<file path="src/hdl/min_lane_change_trellis_macros.svh">
// Assertion macros for the minimum lane-change trellis.
// Used by the top level; they expand to nothing when SYNTHESIS is defined.
`ifndef MIN_LANE_CHANGE_TRELLIS_MACROS_SVH
`define MIN_LANE_CHANGE_TRELLIS_MACROS_SVH

`ifndef SYNTHESIS

`define MLCT_ASSERT_IMP(label, ante, cons) \
    label: assert property (@(posedge clk) disable iff (!rst_n) (ante) |-> (cons)) \
        else $error("min_lane_change_trellis: same-cycle check failed");

`define MLCT_ASSERT_NXT(label, ante, cons) \
    label: assert property (@(posedge clk) disable iff (!rst_n) (ante) |=> (cons)) \
        else $error("min_lane_change_trellis: next-cycle check failed");

`else

`define MLCT_ASSERT_IMP(label, ante, cons)

`define MLCT_ASSERT_NXT(label, ante, cons)

`endif

`endif

</file>
<file path="src/hdl/mlct_pkg.sv">
// Shared types and constants for the minimum lane-change trellis.
// No dependencies; every module of the block imports this package.
package mlct_pkg;

    // The lane mask is eight bits wide, so no lane at index 8 or above exists.
    localparam int MASK_W = 8;
    localparam int OUT_W  = 16;

    // Queue between the front and the back; the depth must be a power of two.
    localparam int Q_DEPTH = 4;
    localparam int PTR_W   = $clog2(Q_DEPTH);

    // One classified segment word as it travels from the front to the back.
    typedef struct packed {
        logic [MASK_W-1:0] present;
        logic              last;
    } seg_t;

    // Status of the back, seen by the queue and the top level.
    typedef struct packed {
        logic pop;
        logic snap_valid;
    } back_st_t;

endpackage

</file>
<file path="src/hdl/min_lane_change_trellis.sv">
// Minimum lane-change trellis. Each accepted word is one road segment: a lane-presence
// mask and a flag that marks the last segment of the road. The block keeps, for every
// lane, the least number of lane changes that reaches it, and on the last segment
// returns one word with the least reachable cost (saturating) and a reachable flag,
// then starts over for the next road. Segments stream at one word per clock unless the
// full queue raises seg_stall; the per-lane update is a step of eight small min-plus
// cells. After its last segment is taken, a result passes the input register, the
// queue, the lane update with snapshot, then the registered minimum tree. A four-word
// queue between the input side and the lane update absorbs result-side stalls.
`include "min_lane_change_trellis_macros.svh"

module min_lane_change_trellis #(
    parameter int LANES     = 8,
    parameter int COST_BITS = 16
) (
    input  logic                        clk,
    input  logic                        rst_n,
    input  logic                        seg_valid,
    output logic                        seg_stall,
    input  logic [mlct_pkg::MASK_W-1:0] lane_mask,
    input  logic                        is_last,
    output logic                        res_valid,
    input  logic                        res_stall,
    output logic [mlct_pkg::OUT_W-1:0]  min_changes,
    output logic                        reachable
);
    import mlct_pkg::*;

    seg_t     f_word;
    seg_t     q_head;
    logic     f_push;
    logic     q_full;
    logic     q_valid;
    back_st_t b_st;

    mlct_front #(
        .LANES(LANES)
    ) u_front (
        .clk       (clk),
        .rst_n     (rst_n),
        .seg_valid (seg_valid),
        .seg_stall (seg_stall),
        .lane_mask (lane_mask),
        .is_last   (is_last),
        .q_full    (q_full),
        .push      (f_push),
        .word      (f_word)
    );

    mlct_queue u_queue (
        .clk   (clk),
        .rst_n (rst_n),
        .push  (f_push),
        .wdata (f_word),
        .full  (q_full),
        .pop   (b_st.pop),
        .rdata (q_head),
        .valid (q_valid)
    );

    mlct_back #(
        .LANES     (LANES),
        .COST_BITS (COST_BITS)
    ) u_back (
        .clk         (clk),
        .rst_n       (rst_n),
        .head        (q_head),
        .head_valid  (q_valid),
        .st          (b_st),
        .res_valid   (res_valid),
        .res_stall   (res_stall),
        .min_changes (min_changes),
        .reachable   (reachable)
    );

    // A word that ends a road always lands in the snapshot stage.
    `MLCT_ASSERT_NXT(a_last_to_snap, b_st.pop && q_head.last, b_st.snap_valid)
    // A fresh result goes back to a road end popped into the snapshot stage.
    `MLCT_ASSERT_IMP(a_res_origin, $rose(res_valid), $past(b_st.pop && q_head.last, 2))
    // An unreachable answer carries a zero count.
    `MLCT_ASSERT_IMP(a_unreach_zero, res_valid && !reachable, min_changes == '0)

endmodule

</file>
<file path="src/hdl/mlct_front.sv">
// Front of the trellis: input register that accepts segment words and classifies lanes.
// Depends on mlct_pkg; feeds mlct_queue.
module mlct_front #(
    parameter int LANES = 8
) (
    input  logic                       clk,
    input  logic                       rst_n,
    input  logic                       seg_valid,
    output logic                       seg_stall,
    input  logic [mlct_pkg::MASK_W-1:0] lane_mask,
    input  logic                       is_last,
    input  logic                       q_full,
    output logic                       push,
    output mlct_pkg::seg_t             word
);
    import mlct_pkg::*;

    logic  valid_reg;
    logic  valid_next;
    seg_t  word_reg;
    seg_t  word_next;
    logic  accept;

    assign seg_stall = valid_reg && q_full;
    assign push      = valid_reg && !q_full;
    assign accept    = seg_valid && !seg_stall;
    assign word      = word_reg;

    // Lanes beyond the configured lane count never exist.
    always_comb
    begin
        for (int i = 0; i < MASK_W; i++)
        begin
            word_next.present[i] = lane_mask[i] && (i < LANES);
        end
        word_next.last = is_last;
    end

    always_comb
    begin
        if (accept)
        begin
            valid_next = 1'b1;
        end
        else if (push)
        begin
            valid_next = 1'b0;
        end
        else
        begin
            valid_next = valid_reg;
        end
    end

    always_ff @(posedge clk or negedge rst_n)
    begin
        if (!rst_n)
        begin
            valid_reg <= 1'b0;
        end
        else
        begin
            valid_reg <= valid_next;
        end
    end

    always_ff @(posedge clk)
    begin
        if (accept)
        begin
            word_reg <= word_next;
        end
    end

endmodule

</file>
<file path="src/hdl/mlct_queue.sv">
// Short FIFO of classified segment words between the front and the back.
// Depends on mlct_pkg for the word type and the depth.
module mlct_queue (
    input  logic           clk,
    input  logic           rst_n,
    input  logic           push,
    input  mlct_pkg::seg_t wdata,
    output logic           full,
    input  logic           pop,
    output mlct_pkg::seg_t rdata,
    output logic           valid
);
    import mlct_pkg::*;

    seg_t             entry_reg [Q_DEPTH];
    logic [PTR_W-1:0] wr_ptr_reg;
    logic [PTR_W-1:0] wr_ptr_next;
    logic [PTR_W-1:0] rd_ptr_reg;
    logic [PTR_W-1:0] rd_ptr_next;
    logic [PTR_W:0]   count_reg;
    logic [PTR_W:0]   count_next;

    assign full  = (count_reg == (PTR_W + 1)'(Q_DEPTH));
    assign valid = (count_reg != '0);
    assign rdata = entry_reg[rd_ptr_reg];

    always_comb
    begin
        wr_ptr_next = push ? wr_ptr_reg + 1'b1 : wr_ptr_reg;
        rd_ptr_next = pop ? rd_ptr_reg + 1'b1 : rd_ptr_reg;
        count_next  = count_reg;
        if (push && !pop)
        begin
            count_next = count_reg + 1'b1;
        end
        else if (pop && !push)
        begin
            count_next = count_reg - 1'b1;
        end
    end

    always_ff @(posedge clk or negedge rst_n)
    begin
        if (!rst_n)
        begin
            wr_ptr_reg <= '0;
            rd_ptr_reg <= '0;
            count_reg  <= '0;
        end
        else
        begin
            wr_ptr_reg <= wr_ptr_next;
            rd_ptr_reg <= rd_ptr_next;
            count_reg  <= count_next;
        end
    end

    always_ff @(posedge clk)
    begin
        if (push)
        begin
            entry_reg[wr_ptr_reg] <= wdata;
        end
    end

endmodule

</file>
<file path="src/hdl/mlct_back.sv">
// Back of the trellis: per-lane min-plus update, end-of-road snapshot and minimum tree.
// Depends on mlct_pkg; takes words from mlct_queue and drives the result channel.
module mlct_back #(
    parameter int LANES     = 8,
    parameter int COST_BITS = 16
) (
    input  logic                       clk,
    input  logic                       rst_n,
    input  mlct_pkg::seg_t             head,
    input  logic                       head_valid,
    output mlct_pkg::back_st_t         st,
    output logic                       res_valid,
    input  logic                       res_stall,
    output logic [mlct_pkg::OUT_W-1:0] min_changes,
    output logic                       reachable
);
    import mlct_pkg::*;

    localparam int LVL    = $clog2(LANES);
    localparam int LEAVES = 1 << LVL;
    localparam logic [COST_BITS-1:0] COST_MAX = '1;

    logic [COST_BITS-1:0] cost_reg [LANES];
    logic [LANES-1:0]     live_reg;
    logic                 first_reg;
    logic [LANES-1:0]     pres;
    logic [COST_BITS-1:0] cost_next [LEAVES];
    logic [LEAVES-1:0]    live_next;

    logic                 snap_valid_reg;
    logic                 snap_valid_next;
    logic [COST_BITS-1:0] snap_cost_reg [LEAVES];
    logic [LEAVES-1:0]    snap_live_reg;

    logic                 res_valid_reg;
    logic                 res_valid_next;
    logic [OUT_W-1:0]     min_changes_reg;
    logic                 reachable_reg;

    logic                 snap_go;
    logic                 snap_free;
    logic                 pop;
    logic                 pop_last;

    logic [COST_BITS-1:0] t_cost [LVL+1][LEAVES];
    logic                 t_live [LVL+1][LEAVES];
    logic [COST_BITS-1:0] root_cost;
    logic [OUT_W-1:0]     root_out;

    function automatic logic [COST_BITS-1:0] sat_inc(input logic [COST_BITS-1:0] v);
        return (v == COST_MAX) ? v : v + 1'b1;
    endfunction

    // A word that ends a road may only leave the queue when the snapshot stage is free.
    assign snap_go   = snap_valid_reg && (!res_valid_reg || !res_stall);
    assign snap_free = !snap_valid_reg || snap_go;
    assign pop       = head_valid && (!head.last || snap_free);
    assign pop_last  = pop && head.last;

    assign st.pop        = pop;
    assign st.snap_valid = snap_valid_reg;

    for (genvar i = 0; i < LANES; i++)
    begin : g_lane
        logic [COST_BITS-1:0] l_cost;
        logic [COST_BITS-1:0] r_cost;
        logic                 l_live;
        logic                 r_live;
        logic [COST_BITS-1:0] best;
        logic                 have;

        if (i < MASK_W)
        begin : g_pres
            assign pres[i] = head.present[i];
        end
        else
        begin : g_abs
            assign pres[i] = 1'b0;
        end

        if (i > 0)
        begin : g_left
            assign l_live = live_reg[i-1];
            assign l_cost = sat_inc(cost_reg[i-1]);
        end
        else
        begin : g_no_left
            assign l_live = 1'b0;
            assign l_cost = '0;
        end

        if (i + 1 < LANES)
        begin : g_right
            assign r_live = live_reg[i+1];
            assign r_cost = sat_inc(cost_reg[i+1]);
        end
        else
        begin : g_no_right
            assign r_live = 1'b0;
            assign r_cost = '0;
        end

        always_comb
        begin
            best = cost_reg[i];
            have = live_reg[i];
            if (l_live && (!have || l_cost < best))
            begin
                best = l_cost;
                have = 1'b1;
            end
            if (r_live && (!have || r_cost < best))
            begin
                best = r_cost;
                have = 1'b1;
            end
            if (!pres[i])
            begin
                live_next[i] = 1'b0;
                cost_next[i] = '0;
            end
            else if (first_reg)
            begin
                live_next[i] = 1'b1;
                cost_next[i] = '0;
            end
            else
            begin
                live_next[i] = have;
                cost_next[i] = have ? best : '0;
            end
        end
    end

    // Padding leaves of the minimum tree never hold a reachable lane.
    for (genvar i = LANES; i < LEAVES; i++)
    begin : g_pad
        assign live_next[i] = 1'b0;
        assign cost_next[i] = '0;
    end

    always_ff @(posedge clk or negedge rst_n)
    begin
        if (!rst_n)
        begin
            for (int i = 0; i < LANES; i++)
            begin
                cost_reg[i] <= '0;
            end
            live_reg  <= '0;
            first_reg <= 1'b1;
        end
        else if (pop)
        begin
            for (int i = 0; i < LANES; i++)
            begin
                cost_reg[i] <= head.last ? '0 : cost_next[i];
            end
            live_reg  <= head.last ? '0 : live_next[LANES-1:0];
            first_reg <= head.last;
        end
    end

    always_comb
    begin
        if (pop_last)
        begin
            snap_valid_next = 1'b1;
        end
        else if (snap_go)
        begin
            snap_valid_next = 1'b0;
        end
        else
        begin
            snap_valid_next = snap_valid_reg;
        end

        if (snap_go)
        begin
            res_valid_next = 1'b1;
        end
        else if (!res_stall)
        begin
            res_valid_next = 1'b0;
        end
        else
        begin
            res_valid_next = res_valid_reg;
        end
    end

    always_ff @(posedge clk or negedge rst_n)
    begin
        if (!rst_n)
        begin
            snap_valid_reg <= 1'b0;
            res_valid_reg  <= 1'b0;
        end
        else
        begin
            snap_valid_reg <= snap_valid_next;
            res_valid_reg  <= res_valid_next;
        end
    end

    always_ff @(posedge clk)
    begin
        if (pop_last)
        begin
            for (int k = 0; k < LEAVES; k++)
            begin
                snap_cost_reg[k] <= cost_next[k];
            end
            snap_live_reg <= live_next;
        end
    end

    // Pairwise minimum over the snapshot, one tree level per outer iteration.
    always_comb
    begin
        for (int l = 0; l <= LVL; l++)
        begin
            for (int k = 0; k < LEAVES; k++)
            begin
                t_cost[l][k] = '0;
                t_live[l][k] = 1'b0;
            end
        end
        for (int k = 0; k < LEAVES; k++)
        begin
            t_cost[0][k] = snap_cost_reg[k];
            t_live[0][k] = snap_live_reg[k];
        end
        for (int l = 0; l < LVL; l++)
        begin
            for (int k = 0; k < (LEAVES >> (l + 1)); k++)
            begin
                if (t_live[l][2*k] &&
                    (!t_live[l][2*k+1] || t_cost[l][2*k] <= t_cost[l][2*k+1]))
                begin
                    t_cost[l+1][k] = t_cost[l][2*k];
                end
                else
                begin
                    t_cost[l+1][k] = t_cost[l][2*k+1];
                end
                t_live[l+1][k] = t_live[l][2*k] || t_live[l][2*k+1];
            end
        end
    end

    assign root_cost = t_cost[LVL][0];

    if (COST_BITS > OUT_W)
    begin : g_sat_out
        assign root_out = (|root_cost[COST_BITS-1:OUT_W]) ? '1 : root_cost[OUT_W-1:0];
    end
    else
    begin : g_ext_out
        assign root_out = OUT_W'(root_cost);
    end

    always_ff @(posedge clk)
    begin
        if (snap_go)
        begin
            reachable_reg   <= t_live[LVL][0];
            min_changes_reg <= t_live[LVL][0] ? root_out : '0;
        end
    end

    assign res_valid   = res_valid_reg;
    assign min_changes = min_changes_reg;
    assign reachable   = reachable_reg;

endmodule

</file>
<file path="config.mk">
export PLATFORM = sky130hd
export DESIGN_NAME = min_lane_change_trellis
export DESIGN_NICKNAME = d
export VERILOG_FILES = /design/src/hdl/mlct_pkg.sv /design/src/hdl/min_lane_change_trellis.sv /design/src/hdl/mlct_front.sv /design/src/hdl/mlct_queue.sv /design/src/hdl/mlct_back.sv
export VERILOG_INCLUDE_DIRS = /design/src /design/src/hdl
export SDC_FILE = /design/constraint.sdc
export NUM_CORES = 1
export LEC_CHECK = 0
export ABC_AREA = 0
export BUFFER_PORTS_ARGS = -buffer_cell sky130_fd_sc_hd__buf_2
export CORE_ASPECT_RATIO = 0.7
export CORE_MARGIN = 3
export CORE_UTILIZATION = 59
export CTS_BUF_LIST = sky130_fd_sc_hd__clkbuf_4 sky130_fd_sc_hd__clkbuf_8 sky130_fd_sc_hd__clkbuf_16
export DETAILED_ROUTE_END_ITERATION = 8
export PLACE_DENSITY_LB_ADDON = 0.15
export SKIP_LAST_GASP = 1
export SYNTH_ARGS = -nofsm -noshare
export SYNTH_HDL_FRONTEND = slang
export SYNTH_HIERARCHICAL = 1
export SYNTH_SLANG_ARGS = --single-unit
</file>
<file path="constraint.sdc">
create_clock -name clk -period 8.1 [get_ports clk]
set_clock_uncertainty 0.15 [all_clocks]
set_input_delay 0.405 -clock clk [delete_from_list [all_inputs] [get_ports clk]]
set_output_delay 0.405 -clock clk [all_outputs]
set_load 0.01 [all_outputs]
</file>
==> results of run 1 <==
-- cell type report --
class,instances,share of cell area [%]
diodes,2,0.0170
flip-flops and latches,345,32.6
clock inverters,22,0.751
clock buffers,47,3.58
multi-input cells,2062,53.9
well taps,594,2.52
inverters,303,3.86
repair buffers,113,2.74
-- layer usage --
| layer | up-vias | part of all wire (%) |
|---|---|---|
| met5 | - | 0.069 |
| met4 | 10 | 1.7 |
| met3 | 126 | 17 |
| met2 | 1348 | 36 |
| met1 | 11100 | 45 |
| li1 | 10500 | - |
-- worst min-delay path by stage --
| stage | from | endpoint | slack, ns | cells after the start |
|---|---|---|---|---|
| detailed placement | u_queue/count_reg[2]$_DFFE_PN0P_ | u_queue/count_reg[2]$_DFFE_PN0P_ | 0.33 | 1 |
| floorplan | rst_n | u_back/cost_reg[0]$_DFFE_PN0P_ | -0.04 | 0 |
| global placement | u_queue/count_reg[2]$_DFFE_PN0P_ | u_queue/count_reg[2]$_DFFE_PN0P_ | 0.32 | 1 |
| finish | rst_n | u_back/cost_reg[8]$_DFFE_PN0P_ | 0.31 | 2 |
| CTS | u_queue/count_reg[2]$_DFFE_PN0P_ | u_queue/count_reg[2]$_DFFE_PN0P_ | 0.34 | 1 |
| global route | u_queue/count_reg[2]$_DFFE_PN0P_ | u_queue/count_reg[2]$_DFFE_PN0P_ | 0.35 | 1 |
-- worst register-to-register path, cell delays in order (launching register included) --
cell,delay [ns]
dfrtp_1,0.40
nand4_1,0.35
nor4_2,0.54
nand2_1,0.24
nand3_1,0.22
nor4_1,0.09
xnor2_1,0.37
ha_1,0.33
a21o_1,0.18
a21oi_1,0.18
o22ai_1,0.17
a2111oi_1,0.44
a2bb2oi_2,0.10
buf_4,0.25
nand2_1,0.10
o21ai_0,0.15
ha_1,0.35
nand3_1,0.12
nor3_1,0.50
o31ai_1,0.28
o2111ai_1,0.40
a21oi_1,0.09
buf_4,0.24
nor3_1,0.90
mux2i_1,0.55
nor2_1,0.09
-- repair_timing --
| action | in CTS | in global routing |
|---|---|---|
| hold buffers | 12 | 0 |
| gates resized for setup | 0 | 4 |
| endpoints found under the setup margin | 0 | 29 |
| endpoints found under the hold margin | 87 | 0 |
-- per-stage QoR --
step | power [mW] | instance area, um2 | cells | setup TNS (ns)
finish | 12.0 | 29500 | 3488 | 0
global route | 12.7 | 29500 | 3486 | -0.0970
CTS | 11.8 | 29400 | 3486 | 0
detailed placement | 9.96 | 28100 | 3405 | 0
global placement | 9.71 | 28100 | 3405 | 0
floorplan | 7.83 | 27000 | 2813 | 0
-- power by group --
part / leakage, nW / total [mW] / switching [mW] / internal (mW)
combinational: 8.62 / 7.01 / 4.39 / 2.62
sequential: 3.97 / 3.16 / 0.484 / 2.68
clock: 0.621 / 1.81 / 0.779 / 1.03
total: 13.2 / 12.0 / 5.65 / 6.34
==> metrics, run 1 <==
CP arrival 8.14 ns; vias in the first global route 21900; CP max stage cell nor3_1; period utilisation layout 99.0%; RSZ-0062 raised after global routing yes; final setup fails 0; Root Driver clkbuf_16; via count 23100; r2r worst-path depth 25; worst vdd ir 0.279 mV; Critical Setup Path Class reg -> reg; setup ws final 0.0778 ns; Mapped Nets 3162; Tmin final 8.02 ns; Required @ worst endpoint 8.22 ns; Die W 262 um; num ports 32; FF+latch area 0.00963 mm2; Setup WS pre-CTS 0.546 ns; Pwr Density 407 mW/mm2; Final Wtd Congestion 1.02; most common cell after layout, fill and taps aside ha_1; final WL 89700 um; FF-to-FF Start u_back/cost_reg[82]$_DFFE_PN0P_; Worst-Skew Late Latency 0.55 ns; crit start category register; TritonCTS clock tree built; Critical Path Sink u_back/snap_cost_reg[0][48]$_DFFE_PP_; final slew viol count 0; Die ar. 0.0484 mm2; initial antenna violation count 11; all-layer global routing usage 37.2%; filler cell count 3558; Num CTS Buffers 38; total clock sinks 345; drt via density 6.62; Final #Nets 3212; Worst path top cell family by delay simple AND/OR/NAND/NOR gates; Worst path depth 25; Peak Freq 125 MHz; largest fanout on the critical path 28; Leak 13.2 nW; setup bufs post-CTS 0; drt wl/cell 25.7 um; Post-DP HPWL 71600 um; Multi-input gate area 0.0159 mm2; Fin. Hold Viols 0; Die Ht 185 um; Critical path buffers and inverters 2; Starting Density 60.7%; PortBufs 31; DRT iter0 DRCs 3306; area delta synth->final 9.26%; area of the mapped netlist 0.0270 mm2; Reg2Reg Setup Slack 0.08 ns; global-route wire length before repair 136000 um; Core Area 0.0444 mm2; Post-Syn Area per Cell 9.59 um2; pin slew with the least headroom to its limit 1.36 ns; Detail Route Antenna Nets 0; fraction of layout cells with a size suffix above 1 9.85%; M2 GR Usage 46.5%; Clock Pin Slew Worst Setup and Hold Paths 0.07 ns; DRC Markers 0; crit end category register; Syn. warnings 6; most frequent cells in the layout ha_1, inv_1, nor2_1; Congestion Overflow GR 0; GR Util met3 16.7%; Hold/Removal Path Class in -> async; drt first pass iters 6; Top Usage Layer GRT met1; Post-Syn Instances 2813; final hold slack 0.312 ns; CP max stage delay 0.90 ns; final design utilization 66.3%; H-tree Lvls 2; Core Rows 64; CTS max path bufs 3; Max-Cap Viols 0; GR met1 Demand/Resource 58.1%; status complete, no violations; Worst setup startpoint u_back/cost_reg[82]$_DFFE_PN0P_; largest net degree at the start of global routing 84; Relative slew margins 8.92%; RR Endpoint u_back/snap_cost_reg[0][48]$_DFFE_PP_
Power figures use the tool's default switching activity.
==> run 2: changes to the inputs <==
Settings changed: BUFFER_PORTS_ARGS -buffer_cell sky130_fd_sc_hd__buf_2 to -buffer_cell sky130_fd_sc_hd__buf_4, CAP_MARGIN from default to 20.
==> run 2 against run 1 <==
  * Cell count about the same
  * Clock power about the same
  * Via count increased by 0.40%
  * Core utilization increased by 0.19 points
  * First-iteration DRC count increased by 4.4%
  * Fmax increased by 2.9%
  * Critical path depth decreased by 5
  * Power increased by 1.1%
==> metrics, run 2 (synthesis results as in run 1) <==
largest net degree at the start of global routing 89 (+6.0%); post-layout instance area 0.0296 mm2 (+0.28%); Leak 13.2 nW (+0.30%); worst vdd ir 0.342 mV (+22%); Reg2Reg Setup Slack 0.30 ns (+0.23 ns); initial antenna violation count 5 (-6); most common cell after layout, fill and taps aside ha_1; Net Sw Power 5.69 mW (+0.62%); Max-Cap Viols 0 (unchanged); Clock Pin Slew Worst Setup and Hold Paths 0.07 ns (about the same); largest fanout on the critical path 12 (-57%); Congestion Overflow GR 0 (unchanged); ant diodes 0 (-2); Num CTS Buffers 37 (-2.6%); global-route wire length before repair 136000 um (+0.55%); Die W 262 um (unchanged); crit end category register; vias in the first global route 22000 (+0.54%); area delta synth->final 9.57%; Setup WS pre-CTS 0.556 ns (+0.0109 ns); all-layer global routing usage 37.4% (+0.18 points); PortBufs 31 (unchanged); setup bufs post-CTS 0 (unchanged); RSZ-0062 raised after global routing no; Sw Share 46.9% (-0.23 points); Critical Setup Path Class reg -> reg; H-tree Lvls 2 (unchanged); Tmin final 7.80 ns (-0.227 ns); Hold/Removal Path Class in -> async; Relative slew margins 18.2% (+9.3 points); Fin. Hold Viols 0 (unchanged); status complete, no violations; drt first pass iters 6 (unchanged); DRC Markers 0 (unchanged); CP arrival 7.91 ns (-0.23 ns); crit start category register; DRT iter0 DRCs 3450 (+4.4%); Required @ worst endpoint 8.22 ns (about the same); combinational cell fraction of total power 58.5% (about the same); clock power share 15.1% (about the same); most frequent cells in the layout ha_1, inv_1, nor2_1; dpl cell area 0.0281 mm2 (+0.23%); final slew viol count 0 (unchanged); final WL 90300 um (+0.64%); Peak Freq 128 MHz (+2.9%); Final #Nets 3211 (-0.031%); drt via density 6.65 (+0.48%); Post-DP HPWL 72100 um (+0.70%); period utilisation layout 96.2% (-2.8 points); RR Endpoint u_back/snap_cost_reg[1][29]$_DFFE_PP_; final setup fails 0 (unchanged); total clock sinks 345 (unchanged); final hold slack 0.279 ns (-0.0327 ns); Worst-Skew Late Latency 0.56 ns (about the same); CTS max path bufs 3 (unchanged); Starting Density 60.7% (unchanged); via count 23200 (+0.40%); TritonCTS clock tree built; Root Driver clkbuf_16; drt wl/cell 25.9 um (+0.73%); Core Rows 64 (unchanged); Pwr Density 410 mW/mm2 (+0.84%); fraction of layout cells with a size suffix above 1 9.86% (about the same); Final Wtd Congestion 1.03 (+0.82%); setup ws final 0.304 ns (+0.227 ns); Seq pwr share 26.4% (about the same); Die Ht 185 um (unchanged); internal power 6.43 mW (+1.6%); r2r worst-path depth 20 (-20%); pin slew with the least headroom to its limit 1.22 ns (-0.143 ns); Detail Route Antenna Nets 0 (unchanged); Die ar. 0.0484 mm2 (unchanged); num ports 32 (unchanged); Pwr Total 12.1 mW (+1.1%); FF-to-FF Start u_back/cost_reg[56]$_DFFE_PN0P_; Setup TNS 0 ns (unchanged); Core Area 0.0444 mm2 (unchanged)
run 2: metal layers:
layer  vias to the layer above  routed length (um)  GRT usage [%]
li1                      10500                   -              -
met3                       155               16400           20.2
met5                         -                  52              0
met4                         8                1560           7.02
met1                     11100               39500           55.6
met2                      1435               32800           47.2
run 2: metrics by stage:
step	util, %	cells
6_report	66.5	3485
5_1_grt	66.5	3485
4_1_cts	66.4	3482
3_5_place_dp	63.3	3402
3_3_place_gp	63.2	3400
2_1_floorplan	-	2813
run 2: critical path, cell delays in order (launching register included):
cell	delay, ns
dfrtp_1	0.39
nand4_1	0.25
nor3_1	0.47
nand3_1	0.17
o211ai_1	0.37
nor3_1	0.11
xnor2_1	0.53
ha_1	0.38
a21o_1	0.17
a21o_1	0.19
a221oi_1	0.58
a41oi_2	0.51
mux2i_1	0.28
ha_1	0.27
or4_1	0.47
a211oi_1	0.29
o311ai_0	0.37
nor3_1	0.27
a21o_2	0.40
mux2_1	0.40
nor2_1	0.48
run 2: worst max path at each step:
stage	from	to	slack, ns	depth (start not counted)
finish	u_back/cost_reg[56]$_DFFE_PN0P_	u_back/snap_cost_reg[1][29]$_DFFE_PP_	0.30	20
global placement	u_back/cost_reg[57]$_DFFE_PN0P_	u_back/snap_cost_reg[1][28]$_DFFE_PP_	0.57	20
global route	u_back/cost_reg[89]$_DFFE_PN0P_	u_back/snap_cost_reg[0][49]$_DFFE_PP_	0.02	25
CTS	u_back/cost_reg[56]$_DFFE_PN0P_	u_back/snap_cost_reg[1][28]$_DFFE_PP_	0.49	20
detailed placement	u_back/cost_reg[56]$_DFFE_PN0P_	u_back/snap_cost_reg[1][28]$_DFFE_PP_	0.56	20
floorplan	u_queue/rd_ptr_reg[0]$_DFFE_PN0P_	u_back/snap_cost_reg[0][0]$_DFFE_PP_	0.07	6
run 2: final cells by class:
class	instances	area, um2
clock buffer	49	1080
clock inverter	19	201
fill	3477	14900
inverter	303	1140
multi-input combinational	2062	15900
sequential	345	9630
tap	594	743
timing repair buffer	113	918
run 2: power by group through the flow:
stage	Clock, mW	Sequential, mW	Combinational [mW]
final	1.83	3.20	7.10
after global routing	1.92	3.24	7.70
after CTS	1.85	3.18	6.87
after detailed placement	0	3.21	6.82
after global placement	0	3.18	6.59
after floorplan	0	3.01	4.82
run 2: timing repair:
item                                   CTS  global route
endpoints found under the hold margin   69             0
hold buffers                            12             0
setup endpoints to repair                0            34
resized for setup                        0             3
